===== src/rtl/core/tlg_pkg.sv =====
// ----------------------------------------------------------------------------
// tlg_pkg
// Shared constants, types and helper functions of the toroidal life grid
// engine.
// ----------------------------------------------------------------------------
package tlg_pkg;

    // Grid geometry.
    localparam int MAX_ROWS = 128;
    localparam int MAX_COLS = 128;
    localparam int ROW_W    = $clog2(MAX_ROWS);
    localparam int COL_W    = $clog2(MAX_COLS);
    localparam int NR_W     = ROW_W + 1;
    localparam int NC_W     = COL_W + 1;
    localparam int CELLS    = MAX_ROWS * MAX_COLS;
    localparam int ADDR_W   = $clog2(CELLS);

    // Request fields and configuration.
    localparam int OP_W     = 3;
    localparam int RAD_W    = 6;
    localparam int SIDE_W   = RAD_W + 1;
    localparam int CFG_W    = 8;
    localparam int CFG_IDX_W = 1;

    // Reset values of the configuration registers.
    localparam logic [CFG_W-1:0] ROWS_RESET = CFG_W'(51);
    localparam logic [CFG_W-1:0] COLS_RESET = CFG_W'(51);

    // Configuration register indexes.
    localparam logic [CFG_IDX_W-1:0] REG_ROWS = 1'b0;
    localparam logic [CFG_IDX_W-1:0] REG_COLS = 1'b1;

    // Reciprocal of three for the brush limit: floor(x/3) = (x*683) >> 11.
    localparam int RECIP3       = 683;
    localparam int RECIP3_SHIFT = 11;
    localparam int RECIP3_W     = 10;

    // Operation codes.
    typedef enum logic [OP_W-1:0] {
        OP_WRITE = 3'd0,
        OP_READ  = 3'd1,
        OP_PAINT = 3'd2,
        OP_CLEAR = 3'd3,
        OP_STEP  = 3'd4
    } op_t;

    // One port of requests into a single-bit grid memory.
    typedef struct packed {
        logic              we;
        logic [ADDR_W-1:0] waddr;
        logic              wdata;
        logic [ADDR_W-1:0] raddr;
    } ram_req_t;

    // Linear address of a cell.
    function automatic logic [ADDR_W-1:0] cell_addr(input logic [ROW_W-1:0] r,
                                                     input logic [COL_W-1:0] c);
        logic [ADDR_W-1:0] base;
        base = ADDR_W'(r) * ADDR_W'(MAX_COLS);
        return base + ADDR_W'(c);
    endfunction

    // Wrapped row and column neighbors.
    function automatic logic [ROW_W-1:0] row_inc(input logic [ROW_W-1:0] r,
                                                  input logic [NR_W-1:0] n);
        return (NR_W'(r) == n - NR_W'(1)) ? '0 : r + ROW_W'(1);
    endfunction

    function automatic logic [ROW_W-1:0] row_dec(input logic [ROW_W-1:0] r,
                                                  input logic [NR_W-1:0] n);
        return (r == '0) ? ROW_W'(n - NR_W'(1)) : r - ROW_W'(1);
    endfunction

    function automatic logic [COL_W-1:0] col_inc(input logic [COL_W-1:0] c,
                                                  input logic [NC_W-1:0] n);
        return (NC_W'(c) == n - NC_W'(1)) ? '0 : c + COL_W'(1);
    endfunction

    function automatic logic [COL_W-1:0] col_dec(input logic [COL_W-1:0] c,
                                                  input logic [NC_W-1:0] n);
        return (c == '0) ? COL_W'(n - NC_W'(1)) : c - COL_W'(1);
    endfunction

endpackage


===== src/rtl/core/tlg_ctrl.sv =====
// ----------------------------------------------------------------------------
// tlg_ctrl
// Request sequencer: decodes each request and walks the grid memories for
// cell access, painting, clearing and generation steps.
// ----------------------------------------------------------------------------
module tlg_ctrl (
    input  logic                          clk,
    input  logic                          rst_n,
    input  logic                          in_valid,
    output logic                          in_stall,
    input  logic [tlg_pkg::OP_W-1:0]      opcode,
    input  logic [tlg_pkg::ROW_W-1:0]     row_index,
    input  logic [tlg_pkg::COL_W-1:0]     col_index,
    input  logic                          cell_value,
    input  logic [tlg_pkg::RAD_W-1:0]     brush_radius,
    input  logic [tlg_pkg::NR_W-1:0]      nr,
    input  logic [tlg_pkg::NC_W-1:0]      nc,
    output tlg_pkg::ram_req_t             cur_req,
    input  logic                          cur_rdata,
    output tlg_pkg::ram_req_t             nxt_req,
    input  logic                          nxt_rdata,
    output logic                          out_valid,
    input  logic                          out_stall,
    output logic                          read_value,
    output logic                          op_done
);

    typedef enum logic [3:0] {
        S_INIT, S_IDLE, S_READ, S_PBACK, S_PAINT, S_CLEAR,
        S_STEP, S_COPY, S_COPY_LAST, S_DONE
    } state_t;

    localparam logic [tlg_pkg::ADDR_W-1:0] LAST_ADDR = tlg_pkg::ADDR_W'(tlg_pkg::CELLS - 1);
    localparam int PROD_W = tlg_pkg::NR_W + tlg_pkg::RECIP3_W;

    state_t                        state_reg, state_next;
    logic [tlg_pkg::ROW_W-1:0]     r_reg, r_next;
    logic [tlg_pkg::COL_W-1:0]     c_reg, c_next;
    logic [tlg_pkg::COL_W-1:0]     c0_reg, c0_next;
    logic                          v_reg, v_next;
    logic [tlg_pkg::RAD_W-1:0]     rad_reg, rad_next;
    logic [tlg_pkg::RAD_W-1:0]     cnt_reg, cnt_next;
    logic [tlg_pkg::SIDE_W-1:0]    i_reg, i_next;
    logic [tlg_pkg::SIDE_W-1:0]    j_reg, j_next;
    logic [tlg_pkg::ADDR_W-1:0]    addr_reg, addr_next;
    logic [tlg_pkg::ADDR_W-1:0]    paddr_reg, paddr_next;
    logic                          pend_reg, pend_next;
    logic [3:0]                    k_reg, k_next;
    logic [3:0]                    sum_reg, sum_next;
    logic                          center_reg, center_next;
    logic                          res_rv_reg, res_rv_next;
    logic                          res_done_reg, res_done_next;
    logic                          out_valid_reg, out_valid_next;
    logic                          read_value_reg, read_value_next;
    logic                          op_done_reg, op_done_next;

    logic                          in_grid;
    logic [PROD_W-1:0]             lim_prod;
    logic [tlg_pkg::NR_W-1:0]      lim;
    logic [tlg_pkg::RAD_W-1:0]     rad_sat;
    logic [tlg_pkg::ROW_W-1:0]     rm, rp, nb_r;
    logic [tlg_pkg::COL_W-1:0]     cm, cp, nb_c;
    logic [3:0]                    total;
    logic                          last_row, last_col;

    // Request decode helpers.
    assign in_grid  = ({1'b0, row_index} < nr) && ({1'b0, col_index} < nc);
    assign lim_prod = PROD_W'(nr) * PROD_W'(tlg_pkg::RECIP3);
    assign lim      = tlg_pkg::NR_W'(lim_prod >> tlg_pkg::RECIP3_SHIFT);
    assign rad_sat  = ({{(tlg_pkg::NR_W > tlg_pkg::RAD_W ? tlg_pkg::NR_W - tlg_pkg::RAD_W : 1)
                        {1'b0}}, brush_radius} > lim) ? tlg_pkg::RAD_W'(lim) : brush_radius;

    // Wrapped neighbor coordinates of the cell under update.
    assign rm       = tlg_pkg::row_dec(r_reg, nr);
    assign rp       = tlg_pkg::row_inc(r_reg, nr);
    assign cm       = tlg_pkg::col_dec(c_reg, nc);
    assign cp       = tlg_pkg::col_inc(c_reg, nc);
    assign total    = sum_reg + 4'(cur_rdata);
    assign last_row = (tlg_pkg::NR_W'(r_reg) == nr - tlg_pkg::NR_W'(1));
    assign last_col = (tlg_pkg::NC_W'(c_reg) == nc - tlg_pkg::NC_W'(1));

    // Neighbor select for the read issued in this cycle.
    always_comb
    begin
        unique case (k_reg)
            4'd0:    begin nb_r = rm;    nb_c = cm;    end
            4'd1:    begin nb_r = rm;    nb_c = c_reg; end
            4'd2:    begin nb_r = rm;    nb_c = cp;    end
            4'd3:    begin nb_r = r_reg; nb_c = cm;    end
            4'd4:    begin nb_r = r_reg; nb_c = c_reg; end
            4'd5:    begin nb_r = r_reg; nb_c = cp;    end
            4'd6:    begin nb_r = rp;    nb_c = cm;    end
            4'd7:    begin nb_r = rp;    nb_c = c_reg; end
            4'd8:    begin nb_r = rp;    nb_c = cp;    end
            default: begin nb_r = r_reg; nb_c = c_reg; end
        endcase
    end

    // Sequencer next state.
    always_comb
    begin
        state_next      = state_reg;
        r_next          = r_reg;
        c_next          = c_reg;
        c0_next         = c0_reg;
        v_next          = v_reg;
        rad_next        = rad_reg;
        cnt_next        = cnt_reg;
        i_next          = i_reg;
        j_next          = j_reg;
        addr_next       = addr_reg;
        paddr_next      = paddr_reg;
        pend_next       = pend_reg;
        k_next          = k_reg;
        sum_next        = sum_reg;
        center_next     = center_reg;
        res_rv_next     = res_rv_reg;
        res_done_next   = res_done_reg;
        out_valid_next  = out_valid_reg;
        read_value_next = read_value_reg;
        op_done_next    = op_done_reg;
        cur_req         = '0;
        nxt_req         = '0;
        in_stall        = (state_reg != S_IDLE);

        // The result register empties when the receiver takes it.
        if (out_valid_reg && !out_stall)
        begin
            out_valid_next = 1'b0;
        end

        unique case (state_reg)
            S_INIT, S_CLEAR:
            begin
                cur_req.we    = 1'b1;
                cur_req.waddr = addr_reg;
                cur_req.wdata = 1'b0;
                addr_next     = addr_reg + tlg_pkg::ADDR_W'(1);
                if (addr_reg == LAST_ADDR)
                begin
                    res_done_next = 1'b1;
                    state_next    = (state_reg == S_INIT) ? S_IDLE : S_DONE;
                end
            end
            S_IDLE:
            begin
                if (in_valid)
                begin
                    r_next        = row_index;
                    c_next        = col_index;
                    v_next        = cell_value;
                    res_rv_next   = 1'b0;
                    res_done_next = 1'b0;
                    state_next    = S_DONE;
                    case (opcode)
                        tlg_pkg::OP_WRITE:
                        begin
                            if (in_grid)
                            begin
                                cur_req.we    = 1'b1;
                                cur_req.waddr = tlg_pkg::cell_addr(row_index, col_index);
                                cur_req.wdata = cell_value;
                                res_done_next = 1'b1;
                            end
                        end
                        tlg_pkg::OP_READ:
                        begin
                            if (in_grid)
                            begin
                                cur_req.raddr = tlg_pkg::cell_addr(row_index, col_index);
                                state_next    = S_READ;
                            end
                        end
                        tlg_pkg::OP_PAINT:
                        begin
                            if (in_grid)
                            begin
                                cnt_next   = rad_sat;
                                rad_next   = rad_sat;
                                state_next = S_PBACK;
                            end
                        end
                        tlg_pkg::OP_CLEAR:
                        begin
                            addr_next  = '0;
                            state_next = S_CLEAR;
                        end
                        tlg_pkg::OP_STEP:
                        begin
                            r_next     = '0;
                            c_next     = '0;
                            k_next     = '0;
                            sum_next   = '0;
                            state_next = S_STEP;
                        end
                        default:
                        begin
                            state_next = S_DONE;
                        end
                    endcase
                end
            end
            S_READ:
            begin
                res_rv_next   = cur_rdata;
                res_done_next = 1'b1;
                state_next    = S_DONE;
            end
            S_PBACK:
            begin
                // Move to the top-left corner of the square, one step a cycle.
                if (cnt_reg != '0)
                begin
                    r_next   = tlg_pkg::row_dec(r_reg, nr);
                    c_next   = tlg_pkg::col_dec(c_reg, nc);
                    cnt_next = cnt_reg - tlg_pkg::RAD_W'(1);
                end
                else
                begin
                    c0_next    = c_reg;
                    i_next     = '0;
                    j_next     = '0;
                    state_next = S_PAINT;
                end
            end
            S_PAINT:
            begin
                cur_req.we    = 1'b1;
                cur_req.waddr = tlg_pkg::cell_addr(r_reg, c_reg);
                cur_req.wdata = v_reg;
                if (j_reg == {rad_reg, 1'b0})
                begin
                    j_next = '0;
                    c_next = c0_reg;
                    r_next = tlg_pkg::row_inc(r_reg, nr);
                    if (i_reg == {rad_reg, 1'b0})
                    begin
                        res_done_next = 1'b1;
                        state_next    = S_DONE;
                    end
                    else
                    begin
                        i_next = i_reg + tlg_pkg::SIDE_W'(1);
                    end
                end
                else
                begin
                    j_next = j_reg + tlg_pkg::SIDE_W'(1);
                    c_next = tlg_pkg::col_inc(c_reg, nc);
                end
            end
            S_STEP:
            begin
                // Nine neighborhood reads, then one write of the new state.
                if (k_reg != 4'd9)
                begin
                    cur_req.raddr = tlg_pkg::cell_addr(nb_r, nb_c);
                    k_next        = k_reg + 4'd1;
                end
                if (k_reg == 4'd5)
                begin
                    center_next = cur_rdata;
                end
                else if (k_reg != 4'd0 && k_reg != 4'd9)
                begin
                    sum_next = total;
                end
                if (k_reg == 4'd9)
                begin
                    nxt_req.we    = 1'b1;
                    nxt_req.waddr = tlg_pkg::cell_addr(r_reg, c_reg);
                    nxt_req.wdata = (total == 4'd3) || (center_reg && total == 4'd2);
                    k_next        = '0;
                    sum_next      = '0;
                    if (last_col)
                    begin
                        c_next = '0;
                        if (last_row)
                        begin
                            r_next     = '0;
                            pend_next  = 1'b0;
                            state_next = S_COPY;
                        end
                        else
                        begin
                            r_next = r_reg + tlg_pkg::ROW_W'(1);
                        end
                    end
                    else
                    begin
                        c_next = c_reg + tlg_pkg::COL_W'(1);
                    end
                end
            end
            S_COPY:
            begin
                // Read the scratch grid one cell ahead of the write-back.
                nxt_req.raddr = tlg_pkg::cell_addr(r_reg, c_reg);
                if (pend_reg)
                begin
                    cur_req.we    = 1'b1;
                    cur_req.waddr = paddr_reg;
                    cur_req.wdata = nxt_rdata;
                end
                paddr_next = tlg_pkg::cell_addr(r_reg, c_reg);
                pend_next  = 1'b1;
                if (last_col)
                begin
                    c_next = '0;
                    if (last_row)
                    begin
                        state_next = S_COPY_LAST;
                    end
                    else
                    begin
                        r_next = r_reg + tlg_pkg::ROW_W'(1);
                    end
                end
                else
                begin
                    c_next = c_reg + tlg_pkg::COL_W'(1);
                end
            end
            S_COPY_LAST:
            begin
                cur_req.we    = 1'b1;
                cur_req.waddr = paddr_reg;
                cur_req.wdata = nxt_rdata;
                pend_next     = 1'b0;
                res_done_next = 1'b1;
                state_next    = S_DONE;
            end
            S_DONE:
            begin
                if (!out_valid_reg || !out_stall)
                begin
                    out_valid_next  = 1'b1;
                    read_value_next = res_rv_reg;
                    op_done_next    = res_done_reg;
                    state_next      = S_IDLE;
                end
            end
            default:
            begin
                state_next = S_IDLE;
            end
        endcase
    end

    // State and registered outputs.
    always_ff @(posedge clk or negedge rst_n)
    begin
        if (!rst_n)
        begin
            state_reg     <= S_INIT;
            addr_reg      <= '0;
            pend_reg      <= 1'b0;
            k_reg         <= '0;
            out_valid_reg <= 1'b0;
        end
        else
        begin
            state_reg     <= state_next;
            addr_reg      <= addr_next;
            pend_reg      <= pend_next;
            k_reg         <= k_next;
            out_valid_reg <= out_valid_next;
        end
    end

    // Payload registers.
    always_ff @(posedge clk)
    begin
        r_reg          <= r_next;
        c_reg          <= c_next;
        c0_reg         <= c0_next;
        v_reg          <= v_next;
        rad_reg        <= rad_next;
        cnt_reg        <= cnt_next;
        i_reg          <= i_next;
        j_reg          <= j_next;
        paddr_reg      <= paddr_next;
        sum_reg        <= sum_next;
        center_reg     <= center_next;
        res_rv_reg     <= res_rv_next;
        res_done_reg   <= res_done_next;
        read_value_reg <= read_value_next;
        op_done_reg    <= op_done_next;
    end

    assign out_valid  = out_valid_reg;
    assign read_value = read_value_reg;
    assign op_done    = op_done_reg;

endmodule


===== config.mk =====
export PLATFORM = sky130hd
export DESIGN_NAME = tlg_ctrl
export DESIGN_NICKNAME = d
export VERILOG_FILES = /design/src/rtl/core/tlg_pkg.sv /design/src/rtl/core/tlg_ctrl.sv
export SDC_FILE = /design/constraint.sdc
export NUM_CORES = 1
export LEC_CHECK = 0
export ABC_AREA = 1
export BUFFER_PORTS_ARGS = -buffer_cell sky130_fd_sc_hd__buf_2
export CAP_MARGIN = 20
export CORE_AREA = 2 2 152 154
export DETAILED_ROUTE_END_ITERATION = 12
export DIE_AREA = 0 0 154 156
export PLACE_DENSITY = 0.62
export SYNTH_ARGS = -nofsm -noshare
export SYNTH_HDL_FRONTEND = slang
export SYNTH_SLANG_ARGS = --single-unit

===== constraint.sdc =====
create_clock -name clk -period 2.5 [get_ports clk]
set_input_delay 0.25 -clock clk [delete_from_list [all_inputs] [get_ports clk]]
set_output_delay 0.25 -clock clk [all_outputs]
set_load 0.05 [all_outputs]

==> flow_summary_export.csv, run 1 <==
group,metric,value,unit
timing,timing.final.ws_setup,-1.870,ns
timing,worst_pin_slew,0.5823,ns
pwr,powerDensity,437.6,nW/µm²
floorplanning,die_area,24020,µm²
critical_path,required,2.61,ns
timing,period_minus_slack,4.370,ns
critical_path,cp.arrival,4.48,ns
place,dp_slack,-2.322,ns
logic_synthesis,synth_nets,1348,
place,gp_congestion,0.9182,
place,dp_hpwl,21860,µm
place,place_inst,1726,
logic_synthesis,yosysMostFrequentCell,"nand2_1",
drt,routed_wl,28540,µm
floorplanning,die_h,156,µm
cells_and_area,diodes,0,
global_routing,grt_max_degree,25,
clocking,htree_levels,3,
cells_and_area,stdcell_area,12620,µm²
critical_path,critPathCaptureType,"register",
drt,vias,9148,
place,port_buffers,109,
logic_synthesis,synth_top_area_cell,"edfxtp_1",
logic_synthesis,synth_seq_area_share,30.88,%
outcome,run_status,"complete, but fails checks",
drt,met1_length,12810,µm
critical_path,cp-start-kind,"input pin",
drt,met3_length,1809,µm
logic_synthesis,synth_cells,1205,
logic_synthesis,syn_area_per_cell,7.344,µm²
drt,ant_nets,0,
drt,drc,0,
global_routing,grt_use_total,22.89,%
timing,setup_viol,42,
clocking,clk_pin_slew_worst_paths,0.07,ns
clocking,cts_tree,"yes",
timing,max_clock_freq,228.8,MHz
global_routing,grt_pass1_wl,43850,µm
clocking,cts_buffers,9,
logic_synthesis,synth_top_cells_by_count,"nand2_1 (297), inv_1 (184), nor2_1 (113)",
cells_and_area,final_net_count,1631,
timing,slew_headroom,61.18,%
timing,skew,0.01419,ns
drt,vias_per_cell,5.145,
floorplanning,io_pins,110,
place,place_area,10940,µm²
outcome,violations,"negative setup slack",
global_routing,grt_pass1_vias,8586,
clocking,cts.sinks,95,
logic_synthesis,synth_top_area_share,24.09,%
cells_and_area,regArea,2735,µm²
job,cap_violations,0,
min_path,hp-class,"in -> reg",
drt,wl_met2,13330,µm
logic_synthesis,synthFlopType,"edfxtp_1",
cells_and_area,drive_above_1_share,31.68,%
floorplanning,floorplan.rows,55,
logic_synthesis,synth_area_leaders,"edfxtp_1 (24%), nand2_1 (13%), ha_1 (12%), inv_1 (7.8%), dfrtp_1 (6.8%)",
critical_path,path_class,"in -> reg",
critical_path,worst-path-max-fanout,7,
timing,drv_slew,0,
drt,drt_iter0_markers,845,
global_routing,antenna_found_initial,0,
logic_synthesis,async_reset_ff_share,25.26,%
clocking,root_buffer,"clkbuf_16",
cells_and_area,finish.utilization,56.45,%
cells_and_area,fillers,1953,
timing,finalHoldViolCount,0,
clocking,cts_buffer_depth,2,
logic_synthesis,yosys_warnings,0,
pwr,irDropWorstVdd,0.2910,mV
floorplanning,start_util,39.57,%
cells_and_area,syn_to_final_growth,42.66,%
timing,finalCritPeriodShare,174.8,%
global_routing,grt.overflow.total,0,
cells_and_area,multi_input_area,6007,µm²
cells_and_area,final_cells,1778,
drt,highest_layer,"met4",
critical_path,crit_path_frequent_cell,"nand2_1",
logic_synthesis,ys_ff_latch,95,
drt,wl_per_cell,16.05,µm
critical_path,critical-path-slowest-cell,"fa_1",
logic_synthesis,ys_types,46,
floorplanning,core,22370,µm²
clocking,clk_latency,0.36,ns
drt,drt_pass1_iterations,5,
timing,rsz0062_at_grt,"yes",
pwr,p_leak,6.338,nW
floorplanning,die-width,154,µm
critical_path,max_stage_delay,0.56,ns
logic_synthesis,synth-edff-count,71,
logic_synthesis,syn_area,8850,µm²
-- final cells by class --
class,instances,share of cell area (%)
Tap cell,285,2.825
Clock buffer,10,1.893
Timing Repair Buffer,294,19.33
Clock inverter,6,0.7334
Sequential cell,95,21.67
Multi-Input combinational cell,892,47.58
Inverter,196,5.976
-- what timing repair did --
| item | in CTS | in global routing |
|---|---|---|
| cloned | 2 | 0 |
| resized for setup | 163 | 128 |
| buffers inserted | 20 | 13 |
| hold endpoints to repair | 24 | 0 |
| setup endpoints to repair | 58 | 88 |
| hold buffers | 1 | 0 |
| pin swaps | 29 | 30 |
-- worst paths after layout --
| kind | startpoint | endpoint | slack (ns) | cells past startpoint |
|---|---|---|---|---|
| setup / recovery | nr[6] | rad_reg[0]$_DFFE_PP_ | -1.87 | 28 |
| hold / removal | out_stall | out_valid$_DFF_PN0_ | 0.12 | 3 |
| setup reg to reg | k_reg[1]$_DFFE_PN0P_ | r_reg[0]$_DFFE_PP_ | 0.16 | 11 |
| hold reg to reg | res_done_reg$_SDFFCE_PN1P_ | op_done$_DFFE_PP_ | 0.42 | 0 |
| max in group asynchronous | rst_n | k_reg[0]$_DFFE_PN0P_ | 1.64 | 2 |
| min in group asynchronous | rst_n | out_valid$_DFF_PN0_ | 0.43 | 2 |
-- through the flow --
step,setup TNS [ns],hold slack [ns],total power [W]
after global routing,-32.66,0.1217,0.005906
after floorplan,-21.95,-0.04559,0.002987
after global placement,-39.19,0.2859,0.003694
after detailed placement,-41.62,0.2837,0.003730
final,-27.12,0.1233,0.005525
after CTS,-24.47,0.1144,0.005418
-- metal layers --
metal  up-vias  GRT usage [%]
li1       4529              -
met1      4222          31.94
met2       342          37.65
met3        55          2.667
met4         0          6.320
met5         -              0
-- critical path, delay by kind of cell --
kind	cells	cell delay [ns]
adders and majority gates	6	2.29
buffers and inverters	7	0.38
AOI/OAI and AO/OA	1	0.21
xor gates and xnor gates	1	0.19
and+or+nand+nor	13	1.11
-- cells by family (layout without fill, tap and decap cells) --
logic type	after synthesis	count (layout)	synth area share [%]
compound gates	155	155	10.48
xor+xnor	50	50	4.948
fa+ha+maj	97	97	14.99
buf+inv	218	506	9.261
flops	95	95	30.88
mux	3	3	0.3393
simple gates	587	587	29.11
-- cell usage in the layout (no fill, tap or decap), drive strengths merged, types with 24 or more instances in the layout --
cell    count
nor3       30
xor2       42
dfrtp      24
a21oi      39
nand3      85
ha         82
buf       284
nor2      127
edfxtp     71
nand2     300
inv       190
o21ai      55
-- report_power, final --
| part | leakage [nW] | internal, W | switching, W |
|---|---|---|---|
| combinational | 5.31 | 0.00110 | 0.00115 |
| sequential | 0.869 | 0.00173 | 0.0000000000000000000324 |
| clock | 0.155 | 0.000910 | 0.000632 |
(Power assumes the default switching activity.)
==> run 2, diff against run 1 <==
- ABC_AREA: 1 -> not set
- CORE_AREA: 2 2 152 154 -> 2 2 151 153
- CTS_BUF_LIST: not set -> sky130_fd_sc_hd__clkbuf_8 sky130_fd_sc_hd__clkbuf_16
- CTS_CLUSTER_DIAMETER: not set -> 30
- DIE_AREA: 0 0 154 156 -> 0 0 153 155
==> run 2 against run 1 <==
Effect of this change:
- wire length grew 0.83%
- via count shrank 7.5%
- critical path type unchanged
- sequential share of layout area shrank 0.27 points
- count of clock-buffer cells in the layout shrank 1
- global-route usage grew 0.50 points
- die area shrank 1.3%
- core utilization grew 1.1 points
- flip-flop and latch count is the same
- first-iteration DRC count grew 4.7%
- worst setup slack lost 0.82 ns
- the flow still finishes with violations (negative setup slack)
- cell count shrank 14%
- non-clock buffer count grew 34
==> flow_summary_export.csv, run 2 <==
group,metric,value,unit
drt,vias,8459,
cells_and_area,drive_above_1_share,39.71,%
logic_synthesis,synth_top_area_cell,"edfxtp_1",
global_routing,grt_max_degree,25,
floorplanning,die_h,155,µm
timing,rsz0062_at_grt,"yes",
clocking,cts_buffers,9,
pwr,power.total,0.005602,W
drt,drt_pass1_iterations,6,
drt,ant_nets,0,
logic_synthesis,synth_area_leaders,"edfxtp_1 (25%), ha_1 (12%), dfrtp_1 (6.9%), xnor2_1 (4.2%), inv_1 (3.7%)",
cells_and_area,final_cell_mix,"buf_4 (191), inv_1 (76), edfxtp_1 (71), buf_2 (68), ha_1 (67)",
logic_synthesis,syn_area_per_cell,9.208,µm²
pwr,clkPwrFrac,24.4,%
global_routing,grt_pass1_vias,8299,
min_path,hp-class,"in -> reg",
drt,routed_wl,28780,µm
floorplanning,start_util,39.10,%
critical_path,critPathCaptureType,"register",
timing,hold_ws,0.08322,ns
timing,period_minus_slack,5.191,ns
logic_synthesis,async_reset_ff_share,25.26,%
timing,finalCritPeriodShare,207.7,%
floorplanning,io_pins,110,
critical_path,cp.arrival,5.31,ns
timing,finalHoldViolCount,0,
critical_path,path_class,"in -> reg",
timing,skew,0.01107,ns
logic_synthesis,synth_seq_area_share,31.44,%
critical_path,max_stage_delay,0.52,ns
timing,max_clock_freq,192.6,MHz
pwr,combPwrFrac,44.9,%
logic_synthesis,yosys_warnings,0,
cells_and_area,diodes,0,
critical_path,required,2.62,ns
drt,drc,0,
global_routing,antenna_found_initial,0,
clocking,cts.sinks,95,
logic_synthesis,synthFlopType,"edfxtp_1",
global_routing,grt_pass1_wl,44080,µm
place,place_inst,1493,
logic_synthesis,ys_ff_latch,95,
clocking,cts_tree,"yes",
drt,vias_per_cell,5.514,
logic_synthesis,synth_top_cells_by_count,"inv_1 (85), ha_1 (82), nor2_1 (72)",
outcome,violations,"negative setup slack",
global_routing,grt.overflow.total,0,
cells_and_area,final_common_cell,"buf_4",
clocking,clk_latency,0.36,ns
timing,worst_pin_slew,1.129,ns
logic_synthesis,synth-edff-count,71,
logic_synthesis,synth_cells,944,
timing,setup_viol,61,
logic_synthesis,synth_top_area_share,24.53,%
cells_and_area,syn_to_final_growth,47.06,%
pwr,internal_power,0.003753,W
pwr,p_sw,0.001849,W
clocking,root_buffer,"clkbuf_16",
clocking,clk_pin_slew_worst_paths,0.07,ns
drt,wl_per_cell,18.76,µm
cells_and_area,final_cells,1534,
drt,drt_iter0_markers,885,
floorplanning,die_area,23720,µm²
timing,slew_headroom,24.46,%
clocking,htree_levels,3,
clocking,cts_buffer_depth,2,
logic_synthesis,synth_nets,1087,
place,dp_hpwl,21810,µm
pwr,irDropWorstVdd,0.3229,mV
floorplanning,die-width,153,µm
critical_path,critical-path-slowest-cell,"fa_1",
pwr,pwr-share-seq,30.7,%
timing,drv_slew,0,
critical_path,reg2reg_slack,0.06,ns
global_routing,grt_use_total,23.39,%
floorplanning,core,22230,µm²
timing,timing.final.ws_setup,-2.691,ns
logic_synthesis,syn_area,8692,µm²
logic_synthesis,yosysMostFrequentCell,"inv_1",
floorplanning,floorplan.rows,55,
pwr,sw_frac_of_total,33.01,%
cells_and_area,final_net_count,1387,
place,gp_congestion,0.9288,
pwr,p_leak,5.609,nW
logic_synthesis,ys_types,77,
outcome,run_status,"complete, but fails checks",
pwr,powerDensity,438.3,nW/µm²
critical_path,worst-path-max-fanout,5,
critical_path,cp-start-kind,"input pin",
place,port_buffers,109,
job,cap_violations,0,
## run 2: changes by cell type in the layout (fill, tap and decap cells not counted), moves of 14 or more
cell,change
nand2_1,-191
inv_1,-92
nor2_1,-41
xnor2_1,+34
nand3_1,-33
nand2_4,-28
nand2_2,-26
a222oi_1,+22
nand3_2,-22
buf_4,+19
buf_6,+17
and3_1,+16
and2_1,+15
o21ai_4,+14
## run 2: worst paths after layout
kind                                     startpoint  cells after the start                  endpoint
max                                           nr[6]                     26      cnt_reg[1]$_DFFE_PP_
min                                      cell_value                      1           v_reg$_DFFE_PP_
max reg2reg                      r_reg[4]$_DFFE_PP_                     10        r_reg[0]$_DFFE_PP_
min reg2reg                res_rv_reg$_SDFFCE_PN0P_                      0      read_value$_DFFE_PP_
max in group asynchronous                     rst_n                      2  state_reg[2]$_DFFE_PN0P_
min in group asynchronous                     rst_n                      2       out_valid$_DFF_PN0_
## run 2: what timing repair did
item / 4_1_cts / 5_1_grt
setup endpoints to repair: 58 / 84
pin swaps: 39 / 30
buffers inserted: 16 / 10
endpoints found under the hold margin: 24 / 0
gates resized for setup: 146 / 76
hold buffers: 1 / 0
cloned: 1 / 1
## run 2: kinds of logic after synthesis
kind of cell             after synthesis  synth area share, %
AND/OR/NAND/NOR                      307                18.24
AO/OA/AOI/OAI                        222                18.12
buffers and inverters                126                5.484
adder cells (fa/ha/maj)               97                15.26
flip-flops                            95                31.44
XOR/XNOR                              83                9.486
multiplexers                          14                1.972
## run 2: worst max-delay path: cells and delay by family
kind | cells | cell delay, ns
simple gates | 6 | 0.75
buf+inv | 6 | 0.46
mux | 1 | 0.30
fa+ha+maj | 6 | 2.31
compound gates | 7 | 1.24
## run 2: layer usage
metal	vias to the layer above	part of all wire [%]	global-route usage, %
li1	4038	-	-
met1	4069	43	31.43
met2	294	48	39.03
met3	58	5.3	2.869
met4	0	3.6	8.422
met5	-	0	0
## run 2: per-stage QoR
step | util [%] | area [µm²] | worst slack [ns] | TNS [ns]
2_1_floorplan | - | 9159 | -2.803 | -35.31
3_5_place_dp | 51.39 | 11420 | -3.169 | -65.44
4_1_cts | 55.81 | 12400 | -2.650 | -45.40
5_1_grt | 57.51 | 12780 | -2.867 | -49.02
3_3_place_gp | 51.39 | 11420 | -3.089 | -61.98
6_report | 57.51 | 12780 | -2.691 | -43.59
## run 2: layout make-up
class / count / area [µm²]
flip-flops and latches: 95 / 2735
well taps: 285 / 356.6
repair buffers: 328 / 2666
multi-input cells: 723 / 6405
inverters: 87 / 334.1
fillers: 1885 / 9445
clock inverters: 7 / 60.06
clock buffers: 9 / 225.2
## run 2: power by group through the flow
stage | logic, W | clock network (W) | registers [W]
6_report | 0.00252 | 0.00137 | 0.00172
5_1_grt | 0.00273 | 0.00144 | 0.00172
4_1_cts | 0.00231 | 0.00138 | 0.00172
3_5_place_dp | 0.00203 | 0 | 0.00175
3_3_place_gp | 0.00200 | 0 | 0.00175
2_1_floorplan | 0.00127 | 0 | 0.00175
